File: config.mk
export PLATFORM = sky130hd
export DESIGN_NAME = tepq_front
export DESIGN_NICKNAME = d
export VERILOG_FILES = /design/src/design/tepq_pkg.sv /design/src/design/tepq_front.sv
export SDC_FILE = /design/constraint.sdc
export NUM_CORES = 1
export LEC_CHECK = 0
export BUFFER_PORTS_ARGS = -buffer_cell sky130_fd_sc_hd__buf_4
export CORE_UTILIZATION = 38
export CTS_BUF_LIST = sky130_fd_sc_hd__clkbuf_2 sky130_fd_sc_hd__clkbuf_4 sky130_fd_sc_hd__clkbuf_8
export DETAILED_ROUTE_END_ITERATION = 16
export HOLD_SLACK_MARGIN = 0.1
export PLACE_DENSITY = 0.77
export SLEW_MARGIN = 5
export SYNTH_ARGS = -nofsm -noshare
export SYNTH_HDL_FRONTEND = slang
export SYNTH_SLANG_ARGS = --single-unit
File: constraint.sdc
create_clock -name clk -period 1.8 [get_ports clk]
set_input_delay 0.27 -clock clk [delete_from_list [all_inputs] [get_ports clk]]
set_output_delay 0.27 -clock clk [all_outputs]
set_load 0.02 [all_outputs]
File: src/design/tepq_pkg.sv
`timescale 1ns / 1ps
package tepq_pkg;
  localparam int SOURCE_BITS = 8;

  typedef enum logic [1:0] {
    OP_SCHEDULE = 2'd0,
    OP_POP = 2'd1,
    OP_CANCEL = 2'd2,
    OP_RESCHEDULE = 2'd3
  } opcode_t;

  typedef enum logic [2:0] {
    ST_OK = 3'd0,
    ST_EMPTY = 3'd1,
    ST_FULL = 3'd2,
    ST_LATE = 3'd3,
    ST_PAST_END = 3'd4,
    ST_NOT_FOUND = 3'd5
  } status_t;

  typedef struct packed {
    logic [1:0] opcode;
    logic [7:0] source_id;
    logic [63:0] event_time;
  } cmd_t;

  typedef struct packed {
    logic [2:0] result_status;
    logic [7:0] result_source;
    logic [63:0] result_time;
    logic [63:0] current_time_out;
  } result_t;

  typedef enum logic [1:0] {
    BK_IDLE,
    BK_REMOVE,
    BK_INSERT,
    BK_DONE
  } back_state_t;
endpackage

File: src/design/tepq_front.sv
`timescale 1ns / 1ps
module tepq_front (
  input  logic            clk,
  input  logic            rst,
  input  logic            start,
  output logic            busy,
  input  tepq_pkg::cmd_t  command,
  output logic            q_valid,
  output tepq_pkg::cmd_t  q_word,
  input  logic            q_take
);
  import tepq_pkg::*;

  cmd_t buf_word;
  logic buf_full;

  assign busy = buf_full;
  assign q_valid = buf_full;
  assign q_word = buf_word;

  always_ff @(posedge clk) begin
    if (rst) begin
      buf_full <= 1'b0;
    end else if (start && !buf_full) begin
      buf_full <= 1'b1;
    end else if (q_take) begin
      buf_full <= 1'b0;
    end
  end

  always_ff @(posedge clk) begin
    if (start && !buf_full) begin
      buf_word <= command;
    end
  end
endmodule

==> reports/results.tsv <==
metric	value	unit
rsz0062_at_grt	false	
clk_latency	330	ps
finalNetCount	368	
gp_congestion	0.708	
hp-start	command[62]	
grt_max_degree	27	
min_period	1350	ps
fin_area	4210	um2
yosys_warnings	0	
setup-tns-final	0	ps
hold_viol	0	
postLayoutCoreUtil	0.747	
viasPerCell	4.52	
root_buffer	clkbuf_8	
status	completed	
p_per_area	951	nW/um2
tritoncts	yes	
synth_cell_type_count	6	
synthesis.area	2270	um2
setup_viol	0	
seq_area_frac_synth	0.988	
arrival	1380	ps
worst_pin_slew	234	ps
hold_path_depth	1	
reg2reg_from	busy	
area_growth	85.6	%
antenna_found_initial	0	
hp-class	in2reg	
peakVddDrop	0.668	mV
avgSynthCellArea	28.7	um2
die_area	6290	um2
track_usage	0.173	
wl_per_cell	18.7	um
drtIter0Drc	80	
synth-seq-cells	75	
drc	0	
cts_buffer_depth	2	
grt-ovfl-total	0	
port_buffers	153	
placed_cell_area	3550	um2
syn-num-nets	157	
crit_required	1830	ps
htreeDepth	3	
rr_worst_depth	2	
cts.sinks	75	
rows	27	
final_max_slew_viol_count	0	
clk_pin_slew	80	ps
num_vias	1663	
grt_pass1_wl	7.57	mm
die_y	79.3	um
whs_endpoint	q_word[62]	
fin_crit_sh	0.748	
post_cts_resized	0	
dp_cells	306	
firstDrtPassIters	4	
static-leakage-power	1.78	nW
final_cell_mix	154 x buf_4, 74 x edfxtp_1, 45 x dlygate4sd3_1	
relSlewSlack	0.844	
endpoint_kind	flop	
initial_utilization	0.402	
postCtsSetupBuffers	0	
ant_nets	0	
stdcell_count	368	
grt_pass1_vias	1523	
path_max_fanout	14	
cap_violations	0	
pin_count	154	
syn_inst	79	
r2r-end	q_word[23]	
die_w	79.3	um
r2r_setup_slack	450	ps
core_region_area	5640	um2
final_common_cell	buf_4	
multi_input_area	21.3	um2
start_kind	flop	
cts_buffers	9	
drive_gt1_frac	0.586	
seqCellArea	2240	um2
postRouteWirelength	6.88	mm
skew	9.10	ps
fmax	0.742	GHz
criticalPathCategory	reg2reg	
fillers	326	
-- worst max-delay path by stage --
stage,start,end,slack (ps),cells past startpoint
2_1_floorplan,busy,q_word[0],220,1
3_3_place_gp,busy,q_word[65],530,2
3_5_place_dp,busy,q_word[63],510,2
4_1_cts,busy,q_word[23],500,2
5_1_grt,busy,q_word[23],400,2
6_report,busy,q_word[23],450,2
-- cells in the mapped netlist --
cell type	instances	area (um2)
edfxtp_1	74	2220
a211oi_1	1	7.51
and2b_2	1	8.76
buf_4	1	7.51
dfxtp_1	1	20.0
nor2_1	1	3.75
-- metrics by stage --
stage	setup slack, ps	power [mW]	hold WS [ps]
after floorplan	221	2.29	343
after global placement	529	2.59	433
after detailed placement	508	2.60	432
after CTS	495	3.92	100
after global routing	397	4.12	98.4
final	453	4.00	114
-- area by class of cell --
| type | count | share of cell area |
|---|---|---|
| sequential | 75 | 0.532 |
| timing repair buffer | 201 | 0.391 |
| clock buffer | 14 | 0.0413 |
| tap | 72 | 0.0214 |
| clock inverter | 2 | 0.00832 |
| multi-input combinational | 3 | 0.00505 |
| antenna | 1 | 0.000594 |
-- state kept, by name (all words and copies together) (netlist names) --
| signal | flops |
|---|---|
| q_word | 74 |
| busy | 1 |
-- power by group --
| group | total [mW] | internal [mW] | switching (mW) |
|---|---|---|---|
| clock | 1.35 | 0.763 | 0.583 |
| combinational | 0.578 | 0.305 | 0.273 |
| sequential | 2.08 | 2.05 | 0.0352 |
| total | 4.00 | 3.11 | 0.891 |
-- cells by family after synthesis --
family	share of synthesized area
flip-flops	0.988
buffers and inverters	0.00331
AO/OA/AOI/OAI	0.00331
AND/OR/NAND/NOR	0.00551
-- critical path, cell delays in order, from the launching register on --
cell     delay [ps]
dfxtp_1         370
and2b_4         410
buf_4           270
-- metal layers --
layer	share of wire	wire [um]	global-route usage	vias up
li1	-	-	-	739
met1	0.34	2350	0.161	816
met2	0.56	3870	0.310	97
met3	0.080	553	0.0885	11
met4	0.016	113	0.0782	0
met5	0	0	0	-
-- repair_timing --
item	in CTS	in global routing
hold endpoints to repair	9	36
hold buffers	9	36
setup endpoints to repair	0	0
Power figures use the tool's default switching activity.
